--- config.mk ---
export PLATFORM = sky130hd
export DESIGN_NAME = frequency_record_decoder
export DESIGN_NICKNAME = d
export VERILOG_FILES = /design/src/sv/frd_pkg.sv /design/src/sv/frd_core.sv /design/src/sv/frd_out_fifo.sv /design/src/sv/frequency_record_decoder.sv
export SDC_FILE = /design/constraint.sdc
export NUM_CORES = 1
export LEC_CHECK = 0
export BUFFER_PORTS_ARGS = -buffer_cell sky130_fd_sc_hd__buf_2
export CORE_ASPECT_RATIO = 1.25
export CORE_MARGIN = 10
export CORE_UTILIZATION = 60
export DETAILED_ROUTE_END_ITERATION = 16
export PLACE_DENSITY = 0.77
export SLEW_MARGIN = 20
export SYNTH_ARGS = -nofsm -noshare
export SYNTH_HDL_FRONTEND = slang
export SYNTH_SLANG_ARGS = --single-unit
--- constraint.sdc ---
create_clock -name clk -period 8.55 [get_ports clk]
set_input_delay 1.2825 -clock clk [delete_from_list [all_inputs] [get_ports clk]]
set_output_delay 1.2825 -clock clk [all_outputs]
set_load 0.05 [all_outputs]
--- src/sv/frd_pkg.sv ---
// Package for the frequency record decoder.
// Holds the word types, phase codes, error codes and the canonical-form check.
// No dependencies.
package frd_pkg;

	localparam logic REQ_BYTE = 1'b0;
	localparam logic REQ_END  = 1'b1;

	localparam logic [2:0] ERR_NONE  = 3'd0;
	localparam logic [2:0] ERR_TRUNC = 3'd1;
	localparam logic [2:0] ERR_TABLE = 3'd2;
	localparam logic [2:0] ERR_MODE  = 3'd3;
	localparam logic [2:0] ERR_CANON = 3'd4;

	localparam logic [15:0] TOTAL_RESET = 16'd4096;

	localparam int OUT_DEPTH = 4;
	localparam int OUT_PTR_W = $clog2(OUT_DEPTH);
	localparam int OUT_CNT_W = $clog2(OUT_DEPTH + 1);

	typedef enum logic [2:0] {
		PH_MODE  = 3'd0,
		PH_COUNT = 3'd1,
		PH_SYM   = 3'd2,
		PH_LOW   = 3'd3,
		PH_HIGH  = 3'd4
	} phase_t;

	typedef struct packed {
		logic       req_type;
		logic [7:0] data_byte;
		logic [8:0] record_alphabet;
	} req_word_t;

	typedef struct packed {
		logic [7:0]  symbol;
		logic [15:0] frequency;
		logic        freq_valid;
		logic [2:0]  error_code;
		logic        record_done;
		logic        last;
	} rsp_word_t;

	typedef struct packed {
		phase_t      phase;
		logic        sparse;
		logic [7:0]  low_byte;
		logic [16:0] running_sum;
		logic [8:0]  nonzero_seen;
		logic [8:0]  symbol_pos;
		logic [8:0]  entries_target;
		logic [7:0]  previous_symbol;
		logic        prev_seen;
	} rec_state_t;

	typedef struct packed {
		logic [1:0] count;
		rsp_word_t  first;
		rsp_word_t  second;
	} step_result_t;

	// True when a record with n nonzero entries belongs in sparse form.
	function automatic logic sparse_ok(input logic [8:0] alphabet, input logic [8:0] n);
		logic [10:0] lhs;
		logic [10:0] rhs;
		lhs = {2'b00, n} + {1'b0, n, 1'b0};
		rhs = {1'b0, alphabet, 1'b0} - 11'd1;
		return lhs < rhs;
	endfunction

endpackage

--- src/sv/frd_core.sv ---
// Record decoding state machine of the frequency record decoder.
// Consumes one request word per step and produces up to two result words.
// Depends on frd_pkg.
module frd_core (
	input  logic                  clk,
	input  logic                  arst_n,
	input  logic                  step,
	input  frd_pkg::req_word_t    item,
	input  logic [15:0]           total_freq,
	output frd_pkg::step_result_t results
);
	import frd_pkg::*;

	rec_state_t rec_q;
	rec_state_t rec_n;
	logic       err_hold_q;
	logic       hold_n;

	logic [7:0]  b;
	logic [8:0]  alpha;
	logic        alpha_bad;
	logic [15:0] freq;
	logic [16:0] sum_add;
	logic [8:0]  nz_inc;
	logic [15:0] rem_d;
	logic [8:0]  nz_fin;
	logic [15:0] rem_s;
	logic [8:0]  target_new;
	logic        sym_bad;
	logic        sym_more;
	logic        dense_more;

	assign b          = item.data_byte;
	assign alpha      = item.record_alphabet;
	assign alpha_bad  = (alpha < 9'd2) || (alpha > 9'd256);
	assign freq       = {b, rec_q.low_byte};
	assign sum_add    = rec_q.running_sum + {1'b0, freq};
	assign nz_inc     = rec_q.nonzero_seen + {8'd0, (freq != 16'd0)};
	assign rem_d      = total_freq - sum_add[15:0];
	assign nz_fin     = nz_inc + {8'd0, (rem_d != 16'd0)};
	assign rem_s      = total_freq - rec_q.running_sum[15:0];
	assign target_new = {1'b0, b} + 9'd1;
	assign sym_bad    = ({1'b0, b} >= alpha) ||
		(rec_q.prev_seen && (b <= rec_q.previous_symbol));
	assign sym_more   = ({1'b0, rec_q.symbol_pos} + 10'd1) < {1'b0, rec_q.entries_target};
	assign dense_more = ({1'b0, rec_q.symbol_pos} + 10'd2) < {1'b0, alpha};

	always_ff @(posedge clk or negedge arst_n) begin
		if (!arst_n) begin
			rec_q      <= '0;
			err_hold_q <= 1'b0;
		end else if (step) begin
			rec_q      <= rec_n;
			err_hold_q <= hold_n;
		end
	end

	always_comb begin
		rsp_word_t  r0;
		rsp_word_t  r1;
		logic [1:0] n;
		logic       fail_now;
		logic [2:0] fail_code;
		logic       canon_err;
		rec_n     = rec_q;
		hold_n    = err_hold_q;
		r0        = '0;
		r1        = '0;
		n         = 2'd0;
		fail_now  = 1'b0;
		fail_code = ERR_NONE;
		canon_err = 1'b0;
		if (step) begin
			if (item.req_type == REQ_END) begin
				if (!err_hold_q && rec_q.phase != PH_MODE) begin
					r0.error_code  = ERR_TRUNC;
					r0.record_done = 1'b1;
					n = 2'd1;
				end
				rec_n  = '0;
				hold_n = 1'b0;
			end else if (!err_hold_q) begin
				if (alpha_bad) begin
					fail_now  = 1'b1;
					fail_code = ERR_TABLE;
				end else begin
					case (rec_q.phase)
						PH_MODE: begin
							rec_n = '0;
							if (b == 8'd0) begin
								rec_n.phase = PH_LOW;
							end else if (b == 8'd1) begin
								rec_n.sparse = 1'b1;
								rec_n.phase  = PH_COUNT;
							end else begin
								fail_now  = 1'b1;
								fail_code = ERR_MODE;
							end
						end
						PH_COUNT: begin
							if (target_new > alpha) begin
								fail_now  = 1'b1;
								fail_code = ERR_TABLE;
							end else begin
								rec_n.entries_target = target_new;
								rec_n.phase          = PH_SYM;
							end
						end
						PH_SYM: begin
							if (sym_bad) begin
								fail_now  = 1'b1;
								fail_code = ERR_TABLE;
							end else if (sym_more) begin
								rec_n.previous_symbol = b;
								rec_n.prev_seen       = 1'b1;
								rec_n.phase           = PH_LOW;
							end else begin
								canon_err      = !sparse_ok(alpha, rec_q.entries_target);
								r0.symbol      = b;
								r0.frequency   = rem_s;
								r0.freq_valid  = 1'b1;
								r0.error_code  = canon_err ? ERR_CANON : ERR_NONE;
								r0.record_done = 1'b1;
								n      = 2'd1;
								hold_n = canon_err;
								rec_n  = '0;
							end
						end
						PH_LOW: begin
							rec_n.low_byte = b;
							rec_n.phase    = PH_HIGH;
						end
						PH_HIGH: begin
							if (rec_q.sparse) begin
								if (freq == 16'd0 || sum_add >= {1'b0, total_freq}) begin
									fail_now  = 1'b1;
									fail_code = ERR_TABLE;
								end else begin
									r0.symbol         = rec_q.previous_symbol;
									r0.frequency      = freq;
									r0.freq_valid     = 1'b1;
									n                 = 2'd1;
									rec_n.running_sum = sum_add;
									rec_n.symbol_pos  = rec_q.symbol_pos + 9'd1;
									rec_n.phase       = PH_SYM;
								end
							end else if (sum_add > {1'b0, total_freq}) begin
								fail_now  = 1'b1;
								fail_code = ERR_TABLE;
							end else begin
								r0.symbol     = rec_q.symbol_pos[7:0];
								r0.frequency  = freq;
								r0.freq_valid = 1'b1;
								if (dense_more) begin
									n                  = 2'd1;
									rec_n.running_sum  = sum_add;
									rec_n.nonzero_seen = nz_inc;
									rec_n.symbol_pos   = rec_q.symbol_pos + 9'd1;
									rec_n.phase        = PH_LOW;
								end else begin
									canon_err      = sparse_ok(alpha, nz_fin);
									r1.symbol      = alpha[7:0] - 8'd1;
									r1.frequency   = rem_d;
									r1.freq_valid  = 1'b1;
									r1.error_code  = canon_err ? ERR_CANON : ERR_NONE;
									r1.record_done = 1'b1;
									n      = 2'd2;
									hold_n = canon_err;
									rec_n  = '0;
								end
							end
						end
						default: begin
							fail_now  = 1'b1;
							fail_code = ERR_TABLE;
						end
					endcase
				end
			end
			if (fail_now) begin
				r0             = '0;
				r0.error_code  = fail_code;
				r0.record_done = 1'b1;
				n      = 2'd1;
				hold_n = 1'b1;
				rec_n  = '0;
			end
		end
		r0.last        = (n == 2'd1);
		r1.last        = (n == 2'd2);
		results.count  = n;
		results.first  = r0;
		results.second = r1;
	end

`ifndef SYNTHESIS
	a_pair_closes: assert property (@(posedge clk) disable iff (!arst_n)
		results.count == 2'd2 |=> rec_q.phase == PH_MODE)
		else $error("Two results did not close the record.");
	a_hold_silent: assert property (@(posedge clk) disable iff (!arst_n)
		step && err_hold_q && item.req_type == REQ_BYTE |-> results.count == 2'd0)
		else $error("Result produced while an error is held.");
	a_end_clears: assert property (@(posedge clk) disable iff (!arst_n)
		step && item.req_type == REQ_END |=> rec_q.phase == PH_MODE && !err_hold_q)
		else $error("End word did not clear the record state.");
`endif

endmodule

--- src/sv/frd_out_fifo.sv ---
// Result queue of the frequency record decoder.
// Takes up to two result words per cycle and delivers one per handshake.
// Depends on frd_pkg.
module frd_out_fifo (
	input  logic                  clk,
	input  logic                  arst_n,
	input  frd_pkg::step_result_t push,
	output logic                  room2,
	output logic                  rsp_valid,
	input  logic                  rsp_ready,
	output frd_pkg::rsp_word_t    rsp_word
);
	import frd_pkg::*;

	rsp_word_t             mem_q [OUT_DEPTH];
	logic [OUT_PTR_W-1:0]  wr_ptr_q;
	logic [OUT_PTR_W-1:0]  rd_ptr_q;
	logic [OUT_CNT_W-1:0]  count_q;
	logic                  pop;
	logic [OUT_PTR_W-1:0]  wr_ptr_1;

	assign rsp_valid = count_q != '0;
	assign rsp_word  = mem_q[rd_ptr_q];
	assign pop       = rsp_valid && rsp_ready;
	assign room2     = count_q <= OUT_CNT_W'(OUT_DEPTH - 2);
	assign wr_ptr_1  = wr_ptr_q + OUT_PTR_W'(1);

	always_ff @(posedge clk) begin
		if (push.count != 2'd0) begin
			mem_q[wr_ptr_q] <= push.first;
		end
		if (push.count == 2'd2) begin
			mem_q[wr_ptr_1] <= push.second;
		end
	end

	always_ff @(posedge clk or negedge arst_n) begin
		if (!arst_n) begin
			wr_ptr_q <= '0;
			rd_ptr_q <= '0;
			count_q  <= '0;
		end else begin
			wr_ptr_q <= wr_ptr_q + OUT_PTR_W'(push.count);
			rd_ptr_q <= rd_ptr_q + OUT_PTR_W'(pop);
			count_q  <= count_q + OUT_CNT_W'(push.count) - OUT_CNT_W'(pop);
		end
	end

`ifndef SYNTHESIS
	a_count_bound: assert property (@(posedge clk) disable iff (!arst_n)
		count_q <= OUT_CNT_W'(OUT_DEPTH))
		else $error("Result queue count out of range.");
	a_push_room: assert property (@(posedge clk) disable iff (!arst_n)
		push.count != 2'd0 |-> room2)
		else $error("Result queue written without room for two words.");
	a_word_stable: assert property (@(posedge clk) disable iff (!arst_n)
		rsp_valid && !rsp_ready |=> rsp_valid && $stable(rsp_word))
		else $error("Result word changed while waiting.");
`endif

endmodule

--- src/sv/frequency_record_decoder.sv ---
// Top level of the frequency record decoder.
// Input register, decoding state machine and result queue; uses frd_pkg,
// frd_core and frd_out_fifo.
//
//   channel  handshake             payload
//   req      req_valid/req_ready   req_word (req_type, data_byte, record_alphabet)
//   rsp      rsp_valid/rsp_ready   rsp_word (symbol .. last)
//   cfg      cfg_valid/cfg_ready   cfg_data (total_frequency)
//
// A word can be accepted in every cycle unless the input register waits. A word taken in
// is decoded from the input register, and its results reach rsp through the result queue.
// One word can yield two results, so the input register waits while more than two
// words sit in the four-entry result queue; this happens only while rsp_ready is held low.
// Reset clears all record state and sets total_frequency to 4096.
module frequency_record_decoder (
	input  logic               clk,
	input  logic               arst_n,
	input  logic               req_valid,
	output logic               req_ready,
	input  frd_pkg::req_word_t req_word,
	output logic               rsp_valid,
	input  logic               rsp_ready,
	output frd_pkg::rsp_word_t rsp_word,
	input  logic               cfg_valid,
	output logic               cfg_ready,
	input  logic [15:0]        cfg_data
);
	import frd_pkg::*;

	logic         valid_s1;
	req_word_t    item_s1;
	logic [15:0]  total_q;
	logic         room2;
	logic         advance;
	step_result_t results;

	assign cfg_ready = 1'b1;
	assign advance   = valid_s1 && room2;
	assign req_ready = !valid_s1 || room2;

	always_ff @(posedge clk or negedge arst_n) begin
		if (!arst_n) begin
			valid_s1 <= 1'b0;
			total_q  <= TOTAL_RESET;
		end else begin
			if (req_valid && req_ready) begin
				valid_s1 <= 1'b1;
			end else if (advance) begin
				valid_s1 <= 1'b0;
			end
			if (cfg_valid && cfg_ready) begin
				total_q <= cfg_data;
			end
		end
	end

	always_ff @(posedge clk) begin
		if (req_valid && req_ready) begin
			item_s1 <= req_word;
		end
	end

	frd_core u_core (
		.clk        (clk),
		.arst_n     (arst_n),
		.step       (advance),
		.item       (item_s1),
		.total_freq (total_q),
		.results    (results)
	);

	frd_out_fifo u_out (
		.clk       (clk),
		.arst_n    (arst_n),
		.push      (results),
		.room2     (room2),
		.rsp_valid (rsp_valid),
		.rsp_ready (rsp_ready),
		.rsp_word  (rsp_word)
	);

endmodule
==> results of run 1 <==
[timing repair]
item | in CTS | in global routing
hold endpoints to repair | 0 | 0
setup endpoints to repair | 0 | 5
hold buffers | 0 | 0
resized for setup | 0 | 11
buffers inserted | 0 | 1
[sequential cells by signal, summed over array words and instances (netlist names)]
name,flops
valid_s1,1
u_out.mem_q,120
u_out.rd_ptr_q,2
u_core.rec_q,57
item_s1,18
total_q,16
u_core.freq,8
u_out.wr_ptr_q,2
u_out.count_q,3
u_core.err_hold_q,1
[area by class of cell]
class | instances | area (sq um)
inverter | 113 | 424
timing repair buffer | 94 | 528
sequential | 228 | 6320
fill | 2015 | 8660
clock buffer | 30 | 664
clock inverter | 14 | 81.3
tap | 340 | 425
multi-input combinational | 1176 | 9070
[worst register-to-register path, delay by kind of cell, from the launching register on]
kind | cells | cell delay [ps]
and+or+nand+nor | 5 | 1350
buffers and inverters | 2 | 160
DFF | 1 | 400
adders and majority gates | 7 | 2200
muxes | 1 | 190
AOI/OAI and AO/OA | 14 | 2640
xor gates and xnor gates | 5 | 1060
[cell usage in the layout, fill, tap and decap left out, types with 39 or more instances in the layout]
cell type | netlist | routed
xnor2_1 | 59 | 58
nand3_1 | 39 | 39
a21oi_1 | 74 | 74
o22ai_1 | 97 | 97
dfrtp_1 | 89 | 87
inv_1 | 113 | 113
nand2b_1 | 39 | 39
buf_2 | 23 | 71
nand2_1 | 131 | 131
nor2_1 | 76 | 75
edfxtp_1 | 130 | 130
ha_1 | 156 | 155
o21ai_0 | 78 | 76
[layer usage]
layer / GRT usage (%) / vias to the layer above
li1: - / 6060
met1: 34.2 / 6447
met2: 44.6 / 726
met3: 4.19 / 115
met4: 8.76 / 0
met5: 0 / -
[report_power, final]
part           internal, uW  switching (uW)
combinational           525            1030
sequential             1260             127
clock                   551             450
total                  2340            1610
[logic make-up after synthesis]
family | synth area share, %
compound gates | 19.3
other cells | 0.0234
flops | 39.4
simple gates | 13.0
xor+xnor | 5.40
buf+inv | 4.55
mux | 5.55
fa+ha+maj | 12.9
[metrics by stage]
| step | cells | util [%] | hold WS (ps) | power, uW | instance area (sq um) |
|---|---|---|---|---|---|
| after floorplan | 1589 | - | 435 | 2510 | 16000 |
| after global placement | 1947 | 63.7 | 453 | 2900 | 16700 |
| after detailed placement | 1947 | 63.7 | 463 | 2940 | 16700 |
| after CTS | 1991 | 66.6 | 482 | 3930 | 17400 |
| after global routing | 1995 | 66.9 | 507 | 4120 | 17500 |
| final | 1995 | 66.9 | 481 | 3940 | 17500 |
[path summary, 6_finish.rpt]
check                                        from           endpoint  slack, ps  depth (start not counted)
worst max register to register     u_core.freq[0]  u_out.mem_q[0][4]        400                         34
min in group asynchronous                  arst_n   u_core.rec_q[10]        720                          1
worst min-delay path            u_out.mem_q[3][3]  u_out.mem_q[3][3]        480                          2
worst max-delay path               u_core.freq[0]  u_out.mem_q[0][4]        400                         34
worst min register to register  u_out.mem_q[3][3]  u_out.mem_q[3][3]        480                          2
max in group asynchronous                  arst_n         total_q[0]       6680                          2
==> impl_metrics.py, run 1 <==
metrics = {
    "floorplanning": {
        "dieArea_sq_mm": 0.0337,
        "die-height_um": 203,
        "core_area_sq_mm": 0.0262,
        "die_x_um": 166,
        "initial_utilization_pct": 61.3,
        "num_io_pins": 72,
        "num_rows": 66,
    },
    "status": {
        "status": "complete, no violations",
    },
    "timing": {
        "fin_crit_ps": 8150,
        "hold_violations": 0,
        "tightestPinTransition_ps": 1190,
        "timing.setup.tns_ps": 0,
        "setup_viol": 0,
        "relSlewSlack_pct": 20.6,
        "rsz0062_at_grt": "false",
        "slew_viol_final": 0,
        "fin_crit_sh_pct": 95.3,
        "clock_skew_ps": 15.4,
        "setup_slack_ps": 402,
        "max_clock_freq_mhz": 123,
    },
    "setup_path": {
        "cp_slowest_cell": "fa_1",
        "cp_data_arrival_time_ps": 8510,
        "cp_num_buf_inv": 2,
        "required_ps": 8920,
        "path_common_cell": "ha_1",
        "worstPathMaxFanout": 9,
        "critPathTopFamily": "compound AO/OA/AOI/OAI gates",
        "cp-start-kind": "flop",
        "crit_type": "reg -> reg",
        "critPathCaptureType": "flop",
        "cpPeakStageDelay_ps": 440,
    },
    "routing": {
        "drt_iter0_drc": 1283,
        "wl_met2_um": 22200,
        "wl_met3_um": 4330,
        "remaining_drc_errors": 0,
        "via_per_inst": 6.69,
        "wirelength_um": 46500,
        "top_layer": "met4",
        "postRouteAntennaNets": 0,
        "firstDrtPassIters": 6,
        "wl_per_cell_um": 23.3,
        "vias": 13300,
        "routedLengthMet1_um": 18400,
    },
    "synth": {
        "netlist_top_cells_count": "ha_1 (156), nand2_1 (131), edfxtp_1 (130)",
        "syn-mean-instance-area_sq_um": 10.1,
        "synth-main-ff-cell": "edfxtp_1",
        "synth_top_area_share_pct": 24.3,
        "syn-cell-area_sq_mm": 0.0160,
        "synth_edf_count": 130,
        "synth_cells": 1589,
        "synth_area_leaders": "edfxtp_1 (24%), dfrtp_1 (14%), ha_1 (12%)",
        "yosysUniqueCellTypes": 90,
        "yosysSeqAreaShare_pct": 39.4,
        "synth_most_common_cell": "ha_1",
        "async_flop_share_pct": 39.5,
        "ys_warn_count": 0,
        "synth.largest_area_cell": "edfxtp_1",
        "syn_nets": 1789,
        "ys_ff_latch": 228,
    },
    "global_route": {
        "globalRouteOverflowTotal": 0,
        "grt_pass1_wl_um": 72800,
        "grt_pass1_vias": 13200,
        "grt_max_degree": 60,
        "grt_usage_pct": 26.5,
        "antenna_found_initial": 1,
    },
    "clocking": {
        "clock_path_buffers": 3,
        "cts.sinks": 228,
        "h-tree-depth": 1,
        "numCtsBuffers": 24,
        "clock_tree.root_cell": "clkbuf_16",
        "clk_latency_ps": 530,
        "cts.clk_slew.worst_paths_ps": 60,
        "cts_tree": "yes",
    },
    "placement": {
        "gp_congestion": 0.960,
        "io_buffers": 70,
        "pre_cts_ws_ps": 443,
        "post-dp-hpwl_um": 34100,
    },
    "power": {
        "power_leakage_uw": 0.00707,
        "max-vdd-ir-drop_v": 0.000152,
        "powerDensity_mw_per_mm2": 225,
    },
    "final_layout": {
        "n_antenna_cell": 0,
        "synthToLayoutAreaGrowth_pct": 9.19,
        "nets": 1837,
        "drive_gt1_share_pct": 12.8,
    },
    "min_path": {
        "hold_class": "reg -> reg",
    },
    "job": {
        "cap_violations": 0,
    },
}
Note: power is estimated with default switching activity, not from simulation.
==> run 2: changes to the inputs <==
--- a/config.mk
+++ b/config.mk
@@ -7,4 +7,5 @@
 export LEC_CHECK = 0
 export BUFFER_PORTS_ARGS = -buffer_cell sky130_fd_sc_hd__buf_2
+export CAP_MARGIN = 20
 export CORE_ASPECT_RATIO = 1.25
 export CORE_MARGIN = 10
==> constraint.sdc (replaced) <==
create_clock -name clk -period 8.55 [get_ports clk]
set_input_delay 0.4275 -clock clk [delete_from_list [all_inputs] [get_ports clk]]
set_output_delay 0.4275 -clock clk [all_outputs]
set_load 0.05 [all_outputs]
==> impl_metrics.py, run 2 (synthesis gave the netlist of run 1 again) <==
metrics = {
    "status": {
        "status": "complete, no violations",
    },
    "floorplanning": {
        "die-height_um": 203,
        "dieArea_sq_mm": 0.0337,
        "num_io_pins": 72,
        "num_rows": 66,
        "core_area_sq_mm": 0.0262,
        "initial_utilization_pct": 61.3,
        "die_x_um": 166,
    },
    "placement": {
        "place_inst": 1947,
        "gp_congestion": 0.960,
        "post-dp-hpwl_um": 34100,
        "io_buffers": 70,
        "post_dp_cell_area_sq_mm": 0.0167,
    },
    "routing": {
        "vias": 13300,
        "wirelength_um": 46600,
        "postRouteAntennaNets": 0,
        "remaining_drc_errors": 0,
        "firstDrtPassIters": 7,
        "drt_iter0_drc": 1251,
        "wl_per_cell_um": 23.3,
        "via_per_inst": 6.68,
    },
    "clocking": {
        "cts.clk_slew.worst_paths_ps": 70,
        "numCtsBuffers": 24,
        "clock_tree.root_cell": "clkbuf_16",
        "h-tree-depth": 1,
        "cts.sinks": 228,
        "clock_path_buffers": 3,
        "clk_latency_ps": 530,
        "cts_tree": "yes",
    },
    "setup_path": {
        "cp-start-kind": "flop",
        "path_common_cell": "ha_1",
        "critPathTopFamily": "compound AO/OA/AOI/OAI gates",
        "cpPeakStageDelay_ps": 440,
        "cp_data_arrival_time_ps": 8520,
        "critPathCaptureType": "flop",
        "crit_type": "reg -> reg",
        "required_ps": 8920,
        "cp_num_buf_inv": 2,
        "cp_slowest_cell": "fa_1",
        "worstPathMaxFanout": 9,
    },
    "job": {
        "cap_violations": 0,
    },
    "timing": {
        "relSlewSlack_pct": 19.1,
        "rsz0062_at_grt": "false",
        "setup_viol": 0,
        "slew_viol_final": 0,
        "fin_crit_sh_pct": 95.3,
        "fin_crit_ps": 8150,
        "hold_violations": 0,
        "timing.setup.tns_ps": 0,
        "clock_skew_ps": 15.2,
        "max_clock_freq_mhz": 123,
        "tightestPinTransition_ps": 1210,
    },
    "power": {
        "powerDensity_mw_per_mm2": 225,
        "power_leakage_uw": 0.00708,
        "max-vdd-ir-drop_v": 0.000153,
    },
    "final_layout": {
        "n_antenna_cell": 0,
        "stdcell_area_sq_mm": 0.0175,
        "fin_cells": 1996,
        "final.fill_count": 2016,
        "multiInputGateArea_sq_mm": 0.00907,
        "final_common_cell": "ha_1",
        "top_register": "u_out.mem_q",
        "drive_gt1_share_pct": 12.8,
        "largestRegisters": "u_out.mem_q: 120 flops, u_core.rec_q: 57 flops, item_s1: 18 flops",
        "final_cell_mix": "ha_1 (155), nand2_1 (131), edfxtp_1 (130)",
        "nets": 1838,
        "seq_area_sq_mm": 0.00632,
        "largest_reg_flops": 120,
        "synthToLayoutAreaGrowth_pct": 9.25,
    },
    "global_route": {
        "grt_pass1_vias": 13200,
        "grt_pass1_wl_um": 72900,
        "antenna_found_initial": 1,
        "globalRouteOverflowTotal": 0,
        "grt_max_degree": 60,
        "grt_usage_pct": 26.5,
    },
    "min_path": {
        "hold_class": "in -> reg",
    },
}
run 2: cell type report:
type                       count  share of cell area, %
multi-input combinational   1176                   51.8
clock buffer                  30                   3.79
tap                          340                   2.43
inverter                     113                   2.42
timing repair buffer          95                   3.07
sequential                   228                   36.1
clock inverter                14                  0.464
run 2: routing by layer:
metal,wire [um],up-vias,GRT usage (%)
met2,22500,726,44.7
met4,1430,2,8.76
li1,-,6056,-
met1,18300,6451,34.2
met5,13,-,0
met3,4410,95,4.19
run 2: worst paths after layout:
| kind | slack [ps] | end | depth (start not counted) | from |
|---|---|---|---|---|
| worst min register to register | 480 | u_out.mem_q[3][3] | 2 | u_out.mem_q[3][3] |
| worst min-delay path | 70 | item_s1[6] | 1 | req_word[6] |
| worst max-delay path | 400 | u_out.mem_q[0][4] | 34 | u_core.freq[0] |
| worst max register to register | 400 | u_out.mem_q[0][4] | 34 | u_core.freq[0] |
| max in group asynchronous | 6980 | total_q[1] | 3 | arst_n |
| min in group asynchronous | 400 | u_core.rec_q[10] | 2 | arst_n |
run 2: worst reg2reg max path, delay by kind of cell (launching register included):
family / cells / cell delay, ps
fa+ha+maj: 7 / 2200
buf+inv: 2 / 160
xor+xnor: 5 / 1060
mux: 1 / 190
flops: 1 / 400
compound gates: 14 / 2630
simple gates: 5 / 1350
run 2: through the flow:
| stage | utilization (%) | setup slack [ps] | power [uW] | hold slack (ps) |
|---|---|---|---|---|
| final | 67.0 | 398 | 3940 | 68.8 |
| after detailed placement | 63.7 | 443 | 2940 | 425 |
| after CTS | 66.6 | 361 | 3930 | 56.8 |
| after global routing | 67.0 | 10.2 | 4120 | 57.5 |
| after floorplan | - | 1260 | 2510 | 132 |
| after global placement | 63.7 | 617 | 2900 | 415 |
run 2: repair_timing:
item	in CTS	in global routing
resized for setup	0	11
setup endpoints to repair	0	5
hold buffers	1	0
buffers inserted	0	1
endpoints found under the hold margin	31	0
run 2: power by group:
part | internal, uW | total (uW) | switching, uW
combinational | 525 | 1550 | 1030
clock | 551 | 1000 | 450
sequential | 1260 | 1390 | 126
